### src/sv/button_click_hold_classifier_core_macros.svh
// assertion macros shared by the button classifier rtl
// expects clk and rst_n in the scope of each use
`ifndef BUTTON_CLICK_HOLD_CLASSIFIER_CORE_MACROS_SVH
`define BUTTON_CLICK_HOLD_CLASSIFIER_CORE_MACROS_SVH

// same-cycle implication
`define BCC_ASSERT_NOW(lbl, ante, cons, msg) \
  lbl: assert property (@(posedge clk) disable iff (!rst_n) (ante) |-> (cons)) else $error(msg);

// next-cycle implication
`define BCC_ASSERT_NEXT(lbl, ante, cons, msg) \
  lbl: assert property (@(posedge clk) disable iff (!rst_n) (ante) |=> (cons)) else $error(msg);

`endif

### src/sv/bcc_pkg.sv
// types and constants for the button click / hold classifier
// no dependencies
`timescale 1ns / 1ps
`default_nettype none

package bcc_pkg;

  localparam int unsigned CFG_W      = 16;
  localparam int unsigned CFG_ADDR_W = 3;
  localparam int unsigned NOW_W      = 32;
  localparam int unsigned CLICK_W    = 8;

  localparam logic [CLICK_W-1:0] CLICK_SAT = '1;

  localparam logic [CFG_ADDR_W-1:0] CFG_DEBOUNCE    = 3'd0;
  localparam logic [CFG_ADDR_W-1:0] CFG_CLICK_MAX   = 3'd1;
  localparam logic [CFG_ADDR_W-1:0] CFG_CLICK_WIN   = 3'd2;
  localparam logic [CFG_ADDR_W-1:0] CFG_HOLD_WARN   = 3'd3;
  localparam logic [CFG_ADDR_W-1:0] CFG_LONG_HOLD   = 3'd4;

  localparam logic [CFG_W-1:0] DEBOUNCE_RST  = 16'd30;
  localparam logic [CFG_W-1:0] CLICK_MAX_RST = 16'd400;
  localparam logic [CFG_W-1:0] CLICK_WIN_RST = 16'd300;
  localparam logic [CFG_W-1:0] HOLD_WARN_RST = 16'd5000;
  localparam logic [CFG_W-1:0] LONG_HOLD_RST = 16'd9000;

  typedef enum logic [2:0] {
    EV_NONE   = 3'd0,
    EV_CLICK  = 3'd1,
    EV_DOUBLE = 3'd2,
    EV_TRIPLE = 3'd3,
    EV_WARN   = 3'd4,
    EV_LONG   = 3'd5
  } ev_code_t;

  typedef struct packed {
    logic [CFG_W-1:0] debounce_ms;
    logic [CFG_W-1:0] click_max_ms;
    logic [CFG_W-1:0] click_window_ms;
    logic [CFG_W-1:0] hold_warning_ms;
    logic [CFG_W-1:0] long_hold_ms;
  } bcc_cfg_t;

endpackage

`default_nettype wire

### src/sv/bcc_if.sv
// valid/ready channel interfaces for poll items and event results
// depends on bcc_pkg
`timescale 1ns / 1ps
`default_nettype none

interface bcc_in_if;
  import bcc_pkg::*;
  logic             valid;
  logic             ready;
  logic             button_level;
  logic [NOW_W-1:0] now_ms;

  modport source (output valid, output button_level, output now_ms, input ready);
  modport sink (input valid, input button_level, input now_ms, output ready);
endinterface

interface bcc_out_if;
  logic       valid;
  logic       ready;
  logic [2:0] event_code;

  modport source (output valid, output event_code, input ready);
  modport sink (input valid, input event_code, output ready);
endinterface

`default_nettype wire

### src/sv/bcc_engine.sv
// debounce, click counting and hold detection state for one poll per cycle while step_en is high
// depends on bcc_pkg
`timescale 1ns / 1ps
`default_nettype none

module bcc_engine
  import bcc_pkg::*;
#(
  parameter int unsigned TIME_BITS = 32
) (
  input  wire logic                 clk,
  input  wire logic                 rst_n,
  input  wire bcc_cfg_t             cfg,
  input  wire logic                 step_en,
  input  wire logic                 level,
  input  wire logic [TIME_BITS-1:0] now,
  output ev_code_t                  ev
);

  logic                 stable_r, stable_nxt;
  logic                 prev_raw_r, prev_raw_nxt;
  logic [TIME_BITS-1:0] change_time_r, change_time_nxt;
  logic [TIME_BITS-1:0] press_time_r, press_time_nxt;
  logic [TIME_BITS-1:0] last_click_r, last_click_nxt;
  logic [CLICK_W-1:0]   click_total_r, click_total_nxt;
  logic                 warn_done_r, warn_done_nxt;

  logic [TIME_BITS-1:0] deb_t, cmax_t, cwin_t, hwarn_t, lhold_t;
  logic [TIME_BITS-1:0] since_change, since_press, since_click, held;

  assign deb_t   = TIME_BITS'(cfg.debounce_ms);
  assign cmax_t  = TIME_BITS'(cfg.click_max_ms);
  assign cwin_t  = TIME_BITS'(cfg.click_window_ms);
  assign hwarn_t = TIME_BITS'(cfg.hold_warning_ms);
  assign lhold_t = TIME_BITS'(cfg.long_hold_ms);

  always_comb begin
    prev_raw_nxt    = level;
    change_time_nxt = (level != prev_raw_r) ? now : change_time_r;
    stable_nxt      = stable_r;
    press_time_nxt  = press_time_r;
    last_click_nxt  = last_click_r;
    click_total_nxt = click_total_r;
    warn_done_nxt   = warn_done_r;
    ev              = EV_NONE;

    // debounce accept
    since_change = now - change_time_nxt;
    since_press  = now - press_time_r;
    if (since_change > deb_t && level != stable_r) begin
      stable_nxt = level;
      if (!level) begin
        press_time_nxt = now;
        warn_done_nxt  = 1'b0;
      end else if (since_press < cmax_t) begin
        if (click_total_r != CLICK_SAT) begin
          click_total_nxt = click_total_r + 1'b1;
        end
        last_click_nxt = now;
      end
    end

    // click window closed
    since_click = now - last_click_nxt;
    if (click_total_nxt != '0 && since_click >= cwin_t) begin
      case (click_total_nxt)
        CLICK_W'(1): ev = EV_CLICK;
        CLICK_W'(2): ev = EV_DOUBLE;
        default:     ev = EV_TRIPLE;
      endcase
      click_total_nxt = '0;
      last_click_nxt  = '0;
    end

    // hold events override clicks
    held = now - press_time_nxt;
    if (!stable_nxt && press_time_nxt != '0) begin
      if (held >= lhold_t && warn_done_nxt) begin
        ev             = EV_LONG;
        press_time_nxt = '0;
      end else if (held >= hwarn_t && !warn_done_nxt) begin
        warn_done_nxt = 1'b1;
        ev            = EV_WARN;
      end
    end
  end

  always_ff @(posedge clk) begin
    if (!rst_n) begin
      stable_r      <= 1'b1;
      prev_raw_r    <= 1'b1;
      change_time_r <= '0;
      press_time_r  <= '0;
      last_click_r  <= '0;
      click_total_r <= '0;
      warn_done_r   <= 1'b0;
    end else if (step_en) begin
      stable_r      <= stable_nxt;
      prev_raw_r    <= prev_raw_nxt;
      change_time_r <= change_time_nxt;
      press_time_r  <= press_time_nxt;
      last_click_r  <= last_click_nxt;
      click_total_r <= click_total_nxt;
      warn_done_r   <= warn_done_nxt;
    end
  end

endmodule

`default_nettype wire

### src/sv/button_click_hold_classifier_core.sv
// button click / hold classifier: poll items in, one event code out per poll
// each poll passes through the input register, then its event through the result register
// one poll per cycle unless stalled; state update is one compare/subtract pass
// output register decouples the sides so a poll is taken while a result waits
// reset (rst_n low, synchronous): pipeline empty, state and config registers at defaults
// depends on bcc_pkg, bcc_if, bcc_engine and the macros header
`timescale 1ns / 1ps
`default_nettype none
`include "button_click_hold_classifier_core_macros.svh"

module button_click_hold_classifier_core
  import bcc_pkg::*;
#(
  parameter int unsigned TIME_BITS = 32
) (
  input  wire logic                  clk,
  input  wire logic                  rst_n,
  bcc_in_if.sink                     in_chan,
  bcc_out_if.source                  out_chan,
  input  wire logic                  cfg_we,
  input  wire logic [CFG_ADDR_W-1:0] cfg_addr,
  input  wire logic [CFG_W-1:0]      cfg_wdata
);

  bcc_cfg_t             cfg_r;
  logic                 s1_v_r;
  logic                 s1_level_r;
  logic [TIME_BITS-1:0] s1_now_r;
  logic                 out_v_r;
  ev_code_t             out_ev_r;
  ev_code_t             ev;
  logic                 s1_adv;
  logic                 in_take;

  // config registers
  always_ff @(posedge clk) begin
    if (!rst_n) begin
      cfg_r.debounce_ms     <= DEBOUNCE_RST;
      cfg_r.click_max_ms    <= CLICK_MAX_RST;
      cfg_r.click_window_ms <= CLICK_WIN_RST;
      cfg_r.hold_warning_ms <= HOLD_WARN_RST;
      cfg_r.long_hold_ms    <= LONG_HOLD_RST;
    end else if (cfg_we) begin
      case (cfg_addr)
        CFG_DEBOUNCE:  cfg_r.debounce_ms     <= cfg_wdata;
        CFG_CLICK_MAX: cfg_r.click_max_ms    <= cfg_wdata;
        CFG_CLICK_WIN: cfg_r.click_window_ms <= cfg_wdata;
        CFG_HOLD_WARN: cfg_r.hold_warning_ms <= cfg_wdata;
        CFG_LONG_HOLD: cfg_r.long_hold_ms    <= cfg_wdata;
        default: ;
      endcase
    end
  end

  assign s1_adv         = s1_v_r && (!out_v_r || out_chan.ready);
  assign in_chan.ready  = !s1_v_r || s1_adv;
  assign in_take        = in_chan.valid && in_chan.ready;

  // input register
  always_ff @(posedge clk) begin
    if (!rst_n) begin
      s1_v_r <= 1'b0;
    end else if (in_chan.ready) begin
      s1_v_r <= in_chan.valid;
    end
  end

  always_ff @(posedge clk) begin
    if (in_take) begin
      s1_level_r <= in_chan.button_level;
      s1_now_r   <= in_chan.now_ms[TIME_BITS-1:0];
    end
  end

  bcc_engine #(
    .TIME_BITS (TIME_BITS)
  ) u_engine (
    .clk     (clk),
    .rst_n   (rst_n),
    .cfg     (cfg_r),
    .step_en (s1_adv),
    .level   (s1_level_r),
    .now     (s1_now_r),
    .ev      (ev)
  );

  // result register
  always_ff @(posedge clk) begin
    if (!rst_n) begin
      out_v_r <= 1'b0;
    end else if (s1_adv) begin
      out_v_r <= 1'b1;
    end else if (out_chan.ready) begin
      out_v_r <= 1'b0;
    end
  end

  always_ff @(posedge clk) begin
    if (s1_adv) begin
      out_ev_r <= ev;
    end
  end

  assign out_chan.valid      = out_v_r;
  assign out_chan.event_code = out_ev_r;

  `BCC_ASSERT_NOW(a_stall_blocks_input, s1_v_r && out_v_r && !out_chan.ready, !in_chan.ready, "input taken while pipeline full")
  `BCC_ASSERT_NEXT(a_adv_fills_output, s1_adv, out_v_r, "advanced poll produced no result")
  `BCC_ASSERT_NOW(a_ev_range, out_v_r, out_ev_r <= EV_LONG, "event code out of range")
  `BCC_ASSERT_NEXT(a_take_fills_stage, in_take, s1_v_r, "accepted poll lost from input stage")

endmodule

`default_nettype wire

### src/flat_wrapper.sv
// flat-port wrapper written by rule: the top's interface ports become plain ports
module button_click_hold_classifier_core_flat import bcc_pkg::*;
#(
  parameter int unsigned TIME_BITS = 32
)
  (clk, rst_n, cfg_we, cfg_addr, cfg_wdata, in_chan_valid, in_chan_button_level, in_chan_now_ms, in_chan_ready, out_chan_valid, out_chan_event_code, out_chan_ready);
  bcc_in_if in_chan_i ();
  bcc_out_if out_chan_i ();
  input  wire logic clk;
  input  wire logic rst_n;
  input  wire logic cfg_we;
  input  wire logic [CFG_ADDR_W-1:0] cfg_addr;
  input  wire logic [CFG_W-1:0] cfg_wdata;
  input wire logic [$bits(in_chan_i.valid)-1:0] in_chan_valid;
  input wire logic [$bits(in_chan_i.button_level)-1:0] in_chan_button_level;
  input wire logic [$bits(in_chan_i.now_ms)-1:0] in_chan_now_ms;
  output wire logic [$bits(in_chan_i.ready)-1:0] in_chan_ready;
  output wire logic [$bits(out_chan_i.valid)-1:0] out_chan_valid;
  output wire logic [$bits(out_chan_i.event_code)-1:0] out_chan_event_code;
  input wire logic [$bits(out_chan_i.ready)-1:0] out_chan_ready;
  assign in_chan_i.valid = in_chan_valid;
  assign in_chan_i.button_level = in_chan_button_level;
  assign in_chan_i.now_ms = in_chan_now_ms;
  assign in_chan_ready = in_chan_i.ready;
  assign out_chan_valid = out_chan_i.valid;
  assign out_chan_event_code = out_chan_i.event_code;
  assign out_chan_i.ready = out_chan_ready;
  button_click_hold_classifier_core #(.TIME_BITS(TIME_BITS)) u_core (.clk(clk), .rst_n(rst_n), .in_chan(in_chan_i), .out_chan(out_chan_i), .cfg_we(cfg_we), .cfg_addr(cfg_addr), .cfg_wdata(cfg_wdata));
endmodule
### config.mk
export PLATFORM = sky130hd
export DESIGN_NAME = button_click_hold_classifier_core_flat
export DESIGN_NICKNAME = d
export VERILOG_FILES = /design/src/sv/bcc_pkg.sv /design/src/sv/bcc_if.sv /design/src/sv/bcc_engine.sv /design/src/sv/button_click_hold_classifier_core.sv /design/src/flat_wrapper.sv
export VERILOG_INCLUDE_DIRS = /design/src /design/src/sv
export SDC_FILE = /design/constraint.sdc
export NUM_CORES = 1
export LEC_CHECK = 0
export BUFFER_PORTS_ARGS = -buffer_cell sky130_fd_sc_hd__buf_2
export CORE_MARGIN = 5
export CORE_UTILIZATION = 50
export DETAILED_ROUTE_END_ITERATION = 16
export PLACE_DENSITY = 0.66
export SYNTH_ARGS = -nofsm -noshare
export SYNTH_HDL_FRONTEND = slang
export SYNTH_SLANG_ARGS = --single-unit
### constraint.sdc
create_clock -name clk -period 13.4 [get_ports clk]
set_clock_uncertainty 0.15 [all_clocks]
set_input_delay 2.01 -clock clk [delete_from_list [all_inputs] [get_ports clk]]
set_output_delay 2.01 -clock clk [all_outputs]
set_load 0.01 [all_outputs]
==> flow_metrics.env <==
export IMPL_status="complete, no violations"
export IMPL_drc=0
export IMPL_die_w_um=204
export IMPL_vias=17900
export IMPL_post_synth_top_area_cell="dfxtp_1"
export IMPL_grt_pass1_wl_um=95000
export IMPL_cellLeakagePower_nw=7.85
export IMPL_max_stage_delay_ns=1.04
export IMPL_worst_path_max_delay_cell="a2111oi_4"
export IMPL_power_density_mw_per_mm2=110
export IMPL_dr_pass1_iters=6
export IMPL_num_rows=71
export IMPL_cts_tree="done"
export IMPL_n_antenna_cell=0
export IMPL_nNetsFinal=2680
export IMPL_cts_buffers=26
export IMPL_min_path_type="reg2reg"
export IMPL_clock_latency_ns=0.58
export IMPL_drtIter0Drc=1413
export IMPL_synth_most_common_cell="nand2_1"
export IMPL_hp_start="u_core.cfg_r[50]$_SDFFE_PN0P_"
export IMPL_synth_area_top_cells="dfxtp_1, ha_1, nand2_1, edfxtp_1, a21oi_1"
export IMPL_synth_area_mm2=0.0188
export IMPL_place_congestion=1.01
export IMPL_placedCellCount=2907
export IMPL_crit_top_cell="o21ai_0"
export IMPL_routedWlPerCell_um=20.6
export IMPL_ys_top_cells_by_count="nand2_1, a21oi_1, ha_1"
export IMPL_finalCritPeriodShare_pct=89.7
export IMPL_slew_violations=0
export IMPL_portBuffers=61
export IMPL_synthCells=2417
export IMPL_path_clk_slew_ns=0.07
export IMPL_yosys_warnings=0
export IMPL_yosysUniqueCellTypes=89
export IMPL_min_path_cells=2
export IMPL_rsz0062_at_grt="false"
export IMPL_synth_edf_count=36
export IMPL_path_max_fanout=34
export IMPL_cp_required_ns=13.70
export IMPL_placed_area_mm2=0.0195
export IMPL_coreArea_mm2=0.0374
export IMPL_reg2reg_depth=46
export IMPL_setup_violations=0
export IMPL_cts_setup_buffers=0
export IMPL_syn_to_final_growth_pct=8.46
export IMPL_final_instance_count_excl_fill=2955
export IMPL_die_h_um=204
export IMPL_fillerInstances=3636
export IMPL_max_freq_mhz=83.2
export IMPL_antenna_found_initial=0
export IMPL_grt_max_degree=80
export IMPL_max_slew_margin_rel_pct=11.2
export IMPL_final_antenna_net_count=0
export IMPL_worstSetupPathType="reg2reg"
export IMPL_regToRegEndpoint="u_core.u_engine.last_click_r[25]$_SDFFE_PN0P_"
export IMPL_async_flop_share_pct=0
export IMPL_reg2reg_from="u_core.s1_now_r[0]$_DFFE_PP_"
export IMPL_post_route_min_period_ns=12.02
export IMPL_cts_resized=0
export IMPL_cts_root_buf="clkbuf_16"
export IMPL_clockBufferDepth=3
export IMPL_grt_pass1_vias=17100
export IMPL_ys_ff_latch=225
export IMPL_setup_tns_ns=0
export IMPL_die_area_mm2=0.0416
export IMPL_irDropWorstVdd_mv=0.115
export IMPL_r2r_slack_ns=1.38
export IMPL_io_pins=62
export IMPL_synth_top_area_share_pct=20.1
export IMPL_finalWirelength_um=60800
export IMPL_hold_viol_final=0
export IMPL_syn_avg_cell_area_um2=7.77
export IMPL_worstHoldEndpoint="u_core.cfg_r[50]$_SDFFE_PN0P_"
export IMPL_hold_buffers=0
export IMPL_synth_seq_area_share_pct=25.9
export IMPL_tightest_slew_ns=1.33
export IMPL_gr_usage_all_layers_pct=28.4
export IMPL_final_area_mm2=0.0204
export IMPL_hpwlAfterDp_um=46600
export IMPL_grt_overflow=0
export IMPL_drive_above_1_share_pct=6.79
export IMPL_viasPerCell=6.04
export IMPL_clock_sinks=225
export IMPL_worstSetupStartpointType="flip-flop"
export IMPL_cp_end_kind="flip-flop"
export IMPL_critPathArrivalTime_ns=12.32
export IMPL_cap_violations=0
export IMPL_initial_core_util_pct=50.2
export IMPL_synth_flop_cell="dfxtp_1"
export IMPL_htreeDepth=1
export IMPL_synth_fp_nets=2673
## worst max path at each step
stage | startpoint | endpoint | slack [ns] | cells after the start
2_1_floorplan | u_core.s1_level_r$_DFFE_PP_ | u_core.u_engine.last_click_r[25]$_SDFFE_PN0P_ | 3.28 | 46
3_3_place_gp | u_core.s1_now_r[0]$_DFFE_PP_ | u_core.u_engine.last_click_r[11]$_SDFFE_PN0P_ | 1.97 | 46
3_5_place_dp | u_core.s1_now_r[0]$_DFFE_PP_ | u_core.u_engine.last_click_r[10]$_SDFFE_PN0P_ | 1.54 | 46
4_1_cts | u_core.s1_now_r[0]$_DFFE_PP_ | u_core.u_engine.last_click_r[25]$_SDFFE_PN0P_ | 1.43 | 46
5_1_grt | u_core.s1_now_r[0]$_DFFE_PP_ | u_core.u_engine.last_click_r[17]$_SDFFE_PN0P_ | 0.35 | 46
6_report | u_core.s1_now_r[0]$_DFFE_PP_ | u_core.u_engine.last_click_r[25]$_SDFFE_PN0P_ | 1.38 | 46
## cell families (layout without fill, tap and decap cells)
logic type / Yosys count / count (layout) / share of synthesized area [%]
fa+ha+maj: 204 / 204 / 13.6
xor+xnor: 85 / 85 / 4.00
mux: 99 / 99 / 5.30
flops: 225 / 225 / 25.9
compound gates: 719 / 719 / 25.2
buf+inv: 275 / 302 / 5.65
simple gates: 810 / 810 / 20.4
## report_power, final
part / total, mW / switching [mW] / internal (mW)
registers: 0.746 / 0.0309 / 0.715
logic: 0.783 / 0.481 / 0.302
clock network: 0.713 / 0.307 / 0.405
total: 2.24 / 0.819 / 1.42
## critical path, delay by kind of cell, from the launching register on
family | cells | cell delay (ns)
compound gates | 24 | 6.13
xor+xnor | 2 | 0.26
fa+ha+maj | 5 | 1.32
buf+inv | 3 | 0.56
flops | 1 | 0.44
mux | 1 | 0.25
simple gates | 11 | 2.76
## layer usage
layer  global-route usage (%)  up-vias  part of all wire, %
met5                        0        -                    0
met4                     11.8        0                  4.4
met3                     4.60      134                  6.6
met2                     45.4      574                   44
met1                     38.5     8376                   45
li1                         -     8773                    -
## flip-flops by register name, indices dropped and copies added, names as in the netlist, 3 cells and up
name	count
u_core.u_engine.press_time_r	32
u_core.u_engine.last_click_r	32
u_core.u_engine.change_time_r	32
u_core.u_engine.click_total_r	8
u_core.s1_now_r	32
u_core.cfg_r	80
u_core.out_chan.event_code	3
## per-stage QoR
stage / worst slack [ns] / utilization (%) / hold WS, ns / total power [mW]
after floorplan: 3.28 / - / 0.284 / 1.31
after global placement: 1.97 / 52.2 / 0.292 / 1.51
after detailed placement: 1.54 / 52.2 / 0.296 / 1.52
after CTS: 1.43 / 54.5 / 0.306 / 2.24
after global routing: 0.351 / 54.5 / 0.316 / 2.37
final: 1.38 / 54.5 / 0.307 / 2.24
## final cells by class
class	count	area (µm²)	share of cell area [%]
Tap cell	511	639	3.14
Inverter	167	627	3.08
Sequential cell	225	4860	23.9
Timing Repair Buffer	87	500	2.46
Clock buffer	32	683	3.35
Clock inverter	16	166	0.817
Multi-Input combinational cell	1917	12900	63.3
## layout by cell type (no fill, tap or decap), types with 9 or more instances in the layout
cell type	instances
mux2i_1	95
buf_2	61
xor2_1	25
nand3_1	45
o21a_1	37
a31oi_1	26
a211oi_1	60
ha_1	196
nand4_1	35
nor3_1	41
nor4_1	26
o21bai_1	16
o21ai_0	90
and2_1	10
inv_1	165
nand2b_1	35
a21o_1	60
edfxtp_1	36
o211ai_1	45
clkbuf_16	26
a2111oi_0	11
nand2_1	359
and3_1	26
dfxtp_1	189
a21oi_1	202
buf_4	26
xnor2_1	58
o21ai_1	35
nor2_1	139
o31ai_1	9
or3_1	14
a21boi_0	42
nor2b_1	30
Power figures use the tool's default switching activity.
